$ cat config.mk
export PLATFORM = sky130hd
export DESIGN_NAME = sum_checksum_frame_parser
export DESIGN_NICKNAME = d
export VERILOG_FILES = /design/src/rtl/sscfp_pkg.sv /design/src/rtl/sscfp_front.sv /design/src/rtl/sscfp_queue.sv /design/src/rtl/sscfp_back.sv /design/src/rtl/sum_checksum_frame_parser.sv
export SDC_FILE = /design/constraint.sdc
export NUM_CORES = 1
export LEC_CHECK = 0
export ABC_CLOCK_PERIOD_IN_PS = 4050
export BUFFER_PORTS_ARGS = -buffer_cell sky130_fd_sc_hd__buf_4
export CORE_ASPECT_RATIO = 1.25
export CORE_MARGIN = 5
export CORE_UTILIZATION = 55
export DETAILED_ROUTE_END_ITERATION = 6
export GPL_TIMING_DRIVEN = 0
export PLACE_DENSITY = 0.74
export SLEW_MARGIN = 20
export SYNTH_ARGS = -nofsm -noshare
export SYNTH_HDL_FRONTEND = slang
export SYNTH_HIERARCHICAL = 1
export SYNTH_SLANG_ARGS = --single-unit
$ cat constraint.sdc
create_clock -name clk -period 4.05 [get_ports clk]
set_clock_uncertainty 0.15 [all_clocks]
set_input_delay 0.2025 -clock clk [delete_from_list [all_inputs] [get_ports clk]]
set_output_delay 0.2025 -clock clk [all_outputs]
set_load 0.01 [all_outputs]
$ cat src/rtl/sscfp_pkg.sv
// Shared types and constants of the sync/length/checksum frame parser.
// Used by every module of the block and by its port checker; depends on nothing.
package sscfp_pkg;

  localparam int unsigned CFG_IDX_W = 1;
  localparam int unsigned CFG_DATA_W = 8;

  // Configuration register indexes.
  localparam logic [CFG_IDX_W-1:0] CFG_SYNC_BYTE   = 1'b0;
  localparam logic [CFG_IDX_W-1:0] CFG_PASSTHROUGH = 1'b1;

  localparam logic [7:0] SYNC_BYTE_RESET = 8'h5A;

  // Input command codes.
  localparam logic CMD_BYTE  = 1'b0;
  localparam logic CMD_FLUSH = 1'b1;

  // Result kinds.
  localparam logic [1:0] KIND_RAW  = 2'd0;
  localparam logic [1:0] KIND_DATA = 2'd1;
  localparam logic [1:0] KIND_END  = 2'd2;

  // Queue between front and back.
  localparam int unsigned Q_DEPTH = 4;
  localparam int unsigned Q_PTR_W = 2;
  localparam int unsigned Q_CNT_W = 3;

  typedef struct packed {
    logic       cmd;
    logic [7:0] rx_byte;
  } in_item_t;

  typedef struct packed {
    logic [1:0]  kind;
    logic [7:0]  frame_cmd;
    logic [15:0] frame_length;
    logic [7:0]  out_byte;
    logic [15:0] byte_index;
    logic        checksum_ok;
    logic        last;
  } out_item_t;

  // Classification made by the front part.
  typedef enum logic [1:0] {
    OP_FLUSH,
    OP_RAW,
    OP_FRAME
  } op_t;

  typedef struct packed {
    op_t        op;
    logic       is_sync;
    logic [7:0] rx_byte;
  } q_entry_t;

  typedef enum logic [2:0] {
    PH_HUNT,
    PH_CMD,
    PH_LEN_LO,
    PH_LEN_HI,
    PH_DATA,
    PH_CHECK
  } phase_t;

endpackage

$ cat src/rtl/sscfp_front.sv
// Front part: configuration registers, input acceptance and classification.
// Depends on sscfp_pkg.
module sscfp_front import sscfp_pkg::*; (
  input  logic                  clk,
  input  logic                  rst,
  input  logic                  in_valid,
  output logic                  in_stall,
  input  in_item_t              in_data,
  input  logic                  cfg_we,
  input  logic [CFG_IDX_W-1:0]  cfg_index,
  input  logic [CFG_DATA_W-1:0] cfg_data,
  input  logic                  q_full,
  output logic                  q_push,
  output q_entry_t              q_push_data
);

  logic [7:0] sync_byte;
  logic       passthrough_mode;

  always_ff @(posedge clk) begin
    if (rst) begin
      sync_byte        <= SYNC_BYTE_RESET;
      passthrough_mode <= 1'b0;
    end else if (cfg_we) begin
      case (cfg_index)
        CFG_SYNC_BYTE:   sync_byte        <= cfg_data;
        CFG_PASSTHROUGH: passthrough_mode <= cfg_data[0];
        default: ;
      endcase
    end
  end

  assign in_stall = q_full;
  assign q_push   = in_valid && !q_full;

  always_comb begin
    q_push_data.rx_byte = in_data.rx_byte;
    q_push_data.is_sync = (in_data.rx_byte == sync_byte);
    if (in_data.cmd == CMD_FLUSH) begin
      q_push_data.op = OP_FLUSH;
    end else if (passthrough_mode) begin
      q_push_data.op = OP_RAW;
    end else begin
      q_push_data.op = OP_FRAME;
    end
  end

endmodule

$ cat src/rtl/sscfp_queue.sv
// Short first-in first-out queue of classified transactions between front and back.
// Depends on sscfp_pkg.
module sscfp_queue import sscfp_pkg::*; (
  input  logic     clk,
  input  logic     rst,
  input  logic     push,
  input  q_entry_t push_data,
  output logic     full,
  input  logic     pop,
  output logic     head_valid,
  output q_entry_t head_data
);

  q_entry_t             entries [Q_DEPTH];
  logic [Q_PTR_W-1:0]   wr_ptr;
  logic [Q_PTR_W-1:0]   rd_ptr;
  logic [Q_CNT_W-1:0]   count;

  assign full       = (count == Q_CNT_W'(Q_DEPTH));
  assign head_valid = (count != '0);
  assign head_data  = entries[rd_ptr];

  always_ff @(posedge clk) begin
    if (rst) begin
      wr_ptr <= '0;
      rd_ptr <= '0;
      count  <= '0;
    end else begin
      if (push) begin
        wr_ptr <= wr_ptr + Q_PTR_W'(1);
      end
      if (pop) begin
        rd_ptr <= rd_ptr + Q_PTR_W'(1);
      end
      case ({push, pop})
        2'b10:   count <= count + Q_CNT_W'(1);
        2'b01:   count <= count - Q_CNT_W'(1);
        default: count <= count;
      endcase
    end
  end

  always_ff @(posedge clk) begin
    if (push) begin
      entries[wr_ptr] <= push_data;
    end
  end

endmodule

$ cat src/rtl/sscfp_back.sv
// Back part: frame state machine, checksum accumulation and output register.
// Depends on sscfp_pkg.
module sscfp_back import sscfp_pkg::*; (
  input  logic      clk,
  input  logic      rst,
  input  logic      head_valid,
  input  q_entry_t  head_data,
  output logic      pop,
  output logic      out_valid,
  input  logic      out_stall,
  output out_item_t out_data
);

  phase_t      phase, phase_next;
  logic [7:0]  held_cmd, held_cmd_next;
  logic [15:0] held_length, held_length_next;
  logic [15:0] data_count, data_count_next;
  logic [7:0]  running_sum, running_sum_next;
  logic        emit;
  out_item_t   result;
  logic [15:0] count_inc;
  logic [15:0] length_full;

  // A queued transaction is taken only when the output register can hold its result.
  assign pop = head_valid && (!out_valid || !out_stall);

  assign count_inc   = data_count + 16'd1;
  assign length_full = {head_data.rx_byte, held_length[7:0]};

  always_comb begin
    phase_next       = phase;
    held_cmd_next    = held_cmd;
    held_length_next = held_length;
    data_count_next  = data_count;
    running_sum_next = running_sum;
    emit             = 1'b0;
    result           = '0;
    result.out_byte  = head_data.rx_byte;
    case (head_data.op)
      OP_FLUSH: begin
        phase_next = PH_HUNT;
      end
      OP_RAW: begin
        phase_next  = PH_HUNT;
        emit        = 1'b1;
        result.kind = KIND_RAW;
      end
      OP_FRAME: begin
        case (phase)
          PH_HUNT: begin
            if (head_data.is_sync) begin
              running_sum_next = '0;
              data_count_next  = '0;
              phase_next       = PH_CMD;
            end
          end
          PH_CMD: begin
            held_cmd_next    = head_data.rx_byte;
            running_sum_next = head_data.rx_byte;
            phase_next       = PH_LEN_LO;
          end
          PH_LEN_LO: begin
            held_length_next = {8'd0, head_data.rx_byte};
            running_sum_next = running_sum + head_data.rx_byte;
            phase_next       = PH_LEN_HI;
          end
          PH_LEN_HI: begin
            held_length_next = length_full;
            running_sum_next = running_sum + head_data.rx_byte;
            data_count_next  = '0;
            phase_next       = (length_full == 16'd0) ? PH_CHECK : PH_DATA;
          end
          PH_DATA: begin
            emit                = 1'b1;
            result.kind         = KIND_DATA;
            result.frame_cmd    = held_cmd;
            result.frame_length = held_length;
            result.byte_index   = data_count;
            running_sum_next    = running_sum + head_data.rx_byte;
            data_count_next     = count_inc;
            if (count_inc == held_length) begin
              phase_next = PH_CHECK;
            end
          end
          PH_CHECK: begin
            emit                = 1'b1;
            result.kind         = KIND_END;
            result.frame_cmd    = held_cmd;
            result.frame_length = held_length;
            result.checksum_ok  = (~running_sum == head_data.rx_byte);
            result.last         = 1'b1;
            phase_next          = PH_HUNT;
          end
          default: begin
            phase_next = PH_HUNT;
          end
        endcase
      end
      default: begin
        phase_next = phase;
      end
    endcase
  end

  always_ff @(posedge clk) begin
    if (rst) begin
      phase       <= PH_HUNT;
      held_cmd    <= '0;
      held_length <= '0;
      data_count  <= '0;
      running_sum <= '0;
    end else if (pop) begin
      phase       <= phase_next;
      held_cmd    <= held_cmd_next;
      held_length <= held_length_next;
      data_count  <= data_count_next;
      running_sum <= running_sum_next;
    end
  end

  always_ff @(posedge clk) begin
    if (rst) begin
      out_valid <= 1'b0;
    end else if (pop) begin
      out_valid <= emit;
    end else if (!out_stall) begin
      out_valid <= 1'b0;
    end
  end

  always_ff @(posedge clk) begin
    if (pop && emit) begin
      out_data <= result;
    end
  end

endmodule

$ cat src/rtl/sum_checksum_frame_parser.sv
// Top level of the sync/length/checksum frame parser: front, queue and back.
// Depends on sscfp_pkg, sscfp_front, sscfp_queue and sscfp_back.
//
//   Channel   Direction  Handshake           Payload
//   in        input      in_valid/in_stall   in_data   (cmd, rx_byte)
//   out       output     out_valid/out_stall out_data  (kind ... last)
//   cfg       input      cfg_we              cfg_index, cfg_data
//
// One input transaction is accepted every cycle while the four-entry queue has
// room. An accepted transaction is written into the queue; its result, if any,
// is registered in the output register when the back part pops it.
// The back part takes one queued transaction per cycle, limited by the single
// output register: it pops only when that register is empty or being taken.
// Reset is synchronous and active high; it clears the queue, the frame state,
// the output valid and the configuration registers (sync byte 0x5A, framing).
// A stall on the output fills the queue; in_stall rises only when it is full.
module sum_checksum_frame_parser import sscfp_pkg::*; (
  input  logic                  clk,
  input  logic                  rst,
  input  logic                  in_valid,
  output logic                  in_stall,
  input  in_item_t              in_data,
  output logic                  out_valid,
  input  logic                  out_stall,
  output out_item_t             out_data,
  input  logic                  cfg_we,
  input  logic [CFG_IDX_W-1:0]  cfg_index,
  input  logic [CFG_DATA_W-1:0] cfg_data
);

  logic     q_full;
  logic     q_push;
  q_entry_t q_push_data;
  logic     q_pop;
  logic     q_head_valid;
  q_entry_t q_head_data;

  // The front classifies each transaction as flush, raw echo or frame byte and
  // compares the byte against the sync byte while it still has the registers.
  sscfp_front u_front (
    .clk         (clk),
    .rst         (rst),
    .in_valid    (in_valid),
    .in_stall    (in_stall),
    .in_data     (in_data),
    .cfg_we      (cfg_we),
    .cfg_index   (cfg_index),
    .cfg_data    (cfg_data),
    .q_full      (q_full),
    .q_push      (q_push),
    .q_push_data (q_push_data)
  );

  sscfp_queue u_queue (
    .clk        (clk),
    .rst        (rst),
    .push       (q_push),
    .push_data  (q_push_data),
    .full       (q_full),
    .pop        (q_pop),
    .head_valid (q_head_valid),
    .head_data  (q_head_data)
  );

  // The back walks the frame phases, keeps the running sum and the data index,
  // and drives the output register.
  sscfp_back u_back (
    .clk        (clk),
    .rst        (rst),
    .head_valid (q_head_valid),
    .head_data  (q_head_data),
    .pop        (q_pop),
    .out_valid  (out_valid),
    .out_stall  (out_stall),
    .out_data   (out_data)
  );

endmodule

### Yosys cells after proc, flatten, opt, wreduce, memory -nomap -nowiden

Memory sizes are Yosys's and may differ from the RTL's. A register that Yosys moved wholly into a read port is not among the register bits.
Index checks and enable logic that the tools add are counted.

* bitwise gates (word level): 3
* reduce and logical (&&, ||, !) cells: 29
* equal/unequal tests: 17
* $add $sub $neg: 6
* mux-type cells: 23

Operators with widths (number)
* 26-bit one-hot mux with 2 select lines: 1
* 16-bit one-hot mux with 3 select lines: 1
* 16-bit one-hot mux with 2 select lines: 1
* 8-bit one-hot mux with 3 select lines: 1
* 16-bit by 1-bit adder with 16-bit output (second input constant): 1
* 16-bit equality test: 1
* 8-bit equality test: 2
* 16-bit zero test: 1
* 16-bit 2-to-1 mux: 1
* 4-bit AND reduction: 4
* 3-bit one-hot mux with 5 select lines: 1
* 3-bit one-hot mux with 2 select lines: 2
* 3-bit equality test (second input constant): 3
* 3-bit nonzero test: 3
* 8-bit adder: 1
* 2-bit 2-to-1 mux: 4
* 8-bit 2-to-1 mux: 1
* 8-bit inverter: 1
* 2-bit AND reduction: 4
* 1-bit 2-to-1 mux: 7
* 3-bit by 2-bit equality test with 1-bit output (second input constant): 2
* 3-bit 2-to-1 mux: 2
* 3-bit AND reduction: 2
* 2-bit nonzero test: 3
* 19 further kinds: 28

* bits in registers: 120
* memory bits (writable): 44
* memories kept: 1

Memory list
* u_queue.entries: words 4, bits a word 11, rd ports 1, clocked after memory_dff 1, wr ports 1, RTL line sscfp_queue.sv:14 `q_entry_t entries [Q_DEPTH];`

### Logic depth before layout (Yosys ltp)

* depth after elaboration: 5
* gate-level depth with buffers: 11

### By module

The synthesis kept the hierarchy.

By module, submodules not included
* sscfp_back: area each 5021.1 sq um, times used 1, cells an instance 506
* sscfp_queue: area each 2015.7 sq um, times used 1, cells an instance 100
* sscfp_front: area each 523.0 sq um, times used 1, cells an instance 55

### Worst setup path before layout

OpenSTA, ideal clock, no wires.

* path kind: register -> register
* from: reg with a tool-made name
* to: reg u_back/out_data[0] (netlist name)
* library setup time: 0.414 ns
* slack: 0.400 ns
* stages on the path, launching flop included: 9
* buffers on the path: 2
* required time: 3.486 ns
* arrival: 3.086 ns
* cell sequence: dfxtp_1 buf_6 mux4_2 inv_1 ha_1 clkbuf_1 nand2_1 nor2_1 o21a_1

==> impl_metrics.tcl <==
set metrics [dict create \
    die_area_mm2 0.0162 \
    grt_usage_pct 22.9 \
    synth-edff-count 96 \
    vias 5514 \
    post-route-drc-count 2 \
    wl_per_cell_um 18.2 \
    violations "design-rule violations" \
    path_buf_inv 3 \
    worst_pin_slew_ps 749 \
    use_met3_pct 3.82 \
    ys_ff_latch 166 \
    fin_crit_ps 3560 \
    die_w_um 115 \
    layout.nets 821 \
    crit_chain "buf_6 -> mux4_2 -> inv_1 -> ha_1 -> clkbuf_1 -> nand2_1 -> nor2_1 -> o21a_4" \
    postRouteAntennaNets 0 \
    yosysSeqAreaShare_pct 56.7 \
    antenna_found_initial 0 \
    final_common_cell "edfxtp_1" \
    rsz0062_at_grt "no" \
    synth_ff_type "edfxtp_1" \
    drive_gt1_share_pct 19.2 \
    placed_area_mm2 0.00835 \
    yosys_warnings 6 \
    drt_iter0_drc 344 \
    worst_ep_arrival_time_ps 3460 \
    grt_pass1_wl_mm 28.9 \
    fin_tns_setup_ps 0 \
    min_period_over_period_pct 87.9 \
    grt-busiest-layer "met2" \
    max_freq_mhz 281 \
    path_clk_slew_ps 60 \
    dr.pass1.iters 7 \
    hp-class "in2reg" \
    synth_area_mm2 0.00756 \
    cts_root_buffer "clkbuf_16" \
    num_rows 48 \
    clkLatencyLatePin_ps 420 \
    holdWs_ps 39.7 \
    htreeDepth 4 \
    cp_data_required_time_ps 3950 \
    num_antenna_cells 0 \
    crit_path_end_kind "register" \
    final_cell_mix "edfxtp_1, buf_4, dfxtp_1, nor2_1, and2_1" \
    gp_congestion 0.881 \
    crit_type "reg2reg" \
    io-pin-count 77 \
    synth_cell_types 61 \
    cts_sinks 166 \
    slew_headroom_pct 49.9 \
    ir_worst_vdd_uv 352 \
    power_leakage_nw 3.45 \
    drv_cap 0 \
    grt_pass1_vias 5661 \
    hold_viol_final 0 \
    stdcell_count 968 \
    synthesis.nets 702 \
    area_growth_pct 21.7 \
    cp_max_fo 53 \
    crit_family "simple AND/OR/NAND/NOR gates" \
    cts_buffers 17 \
    grt_use_met2_pct 42.0 \
    core_mm2 0.0136 \
    synth_cells 661 \
    grt_start_max_net_pins 54 \
    power.density_mw_per_mm2 563 \
    die_h_um 141 \
    io_buffers 75 \
    fin_area_mm2 0.00920 \
    numPlacedInstances 911 \
    run_status "finished, violations left" \
    drt_wl_total_mm 17.6 \
    max_stage_delay_ps 660 \
    total_power_w 0.00518 \
    finalSetupViolCount 0 \
    grt_overflow 0 \
    viasPerCell 5.70 \
    crit_slowest_cell "o21a_4" \
    max-clock-path-buffers 2 \
    met1_usage_pct 25.6 \
    start_util_pct 55.5 \
    slew_violations 0 \
    hpwlAfterDp_mm 12.5 \
    start_kind "register" \
    cts_tree "done" \
    async_reset_ff_share_pct 0 \
    synth_area_per_cell_um2 11.4 \
]
[metal layers]
| metal | vias to the layer above | wire length (um) |
|---|---|---|
| li1 | 2629 | - |
| met1 | 2652 | 6520 |
| met2 | 183 | 9570 |
| met3 | 50 | 943 |
| met4 | 0 | 585 |
| met5 | - | 0 |
[power by group]
| group | switching [W] | leakage [nW] | internal, W |
|---|---|---|---|
| combinational | 0.000881 | 1.69 | 0.000577 |
| clock | 0.000666 | 0.288 | 0.000948 |
| sequential | 0.0000840 | 1.47 | 0.00202 |
| total | 0.00163 | 3.45 | 0.00355 |
[cell type report]
class	instances	area, um^2
plain buffers	47	250
clock buffers	19	453
clock inverters	13	145
fillers	1011	4440
inverters	8	30.0
multi-input cells	440	3000
flip-flops and latches	166	4280
well taps	175	219
repair buffers	100	813
[stage by stage]
| step | setup WS, ps | utilization [%] |
|---|---|---|
| final | 490 | 67.5 |
| after global routing | 319 | 67.5 |
| after CTS | 470 | 67.5 |
| after detailed placement | 475 | 61.2 |
| after global placement | -526 | 61.2 |
| after floorplan | 400 | - |
[path summary, 6_finish.rpt]
path | start | to | slack (ps) | depth (start not counted)
max | register | u_back/out_data[51] | 490 | 8
min | cfg_index | u_front/sync_byte[6] | 40 | 4
max reg2reg | register | u_back/out_data[51] | 490 | 8
min reg2reg | u_back/held_cmd[1] | u_back/held_cmd[1] | 320 | 2
[worst register-to-register path, cell delays in order (launching register included)]
cell	delay, ps
dfxtp_1	360
buf_6	190
mux4_2	560
inv_1	80
ha_1	140
clkbuf_1	290
nand2_1	110
nor2_1	590
o21a_4	660
[sequential cells by signal, summed over array words and instances, names as in the netlist, 2 cells and up, named ones only]
register / count
u_back/data_count: 16
u_back/held_cmd: 8
u_back/held_length: 16
u_back/out_data: 52
u_back/phase: 3
u_back/running_sum: 8
u_front/sync_byte: 8
u_queue/count: 3
u_queue/entries: 44
u_queue/rd_ptr: 2
u_queue/wr_ptr: 2
[repair_timing]
item,CTS,global route
buffers inserted,0,0
hold buffers,25,0
endpoints found under the hold margin,55,0
resized for setup,0,0
[cells in the mapped netlist (all sizes together), types with 11 or more instances]
cell | instances | share of area (%)
nand4 | 12 | 0.99
mux4 | 11 | 3.3
a21oi | 43 | 2.8
nor2 | 60 | 3.0
nand3 | 28 | 1.9
buf | 22 | 2.1
nand2 | 41 | 2.0
ha | 16 | 2.6
clkbuf | 25 | 1.3
xnor2 | 30 | 3.5
o21ai | 15 | 0.99
mux2i | 17 | 2.3
and2 | 48 | 4.0
dfxtp | 70 | 19
edfxtp | 96 | 38
[kinds of logic (layout without fill, tap and decap cells)]
family | Yosys count | after routing | synth area share [%]
buffers and inverters | 55 | 187 | 3.71
multiplexers | 29 | 29 | 5.73
flip-flops | 166 | 166 | 56.7
AND/OR/NAND/NOR | 244 | 244 | 16.9
AO/OA/AOI/OAI | 109 | 109 | 9.19
XOR/XNOR | 40 | 40 | 4.63
adder cells (fa/ha/maj) | 18 | 18 | 3.18
Power figures use the tool's default switching activity.
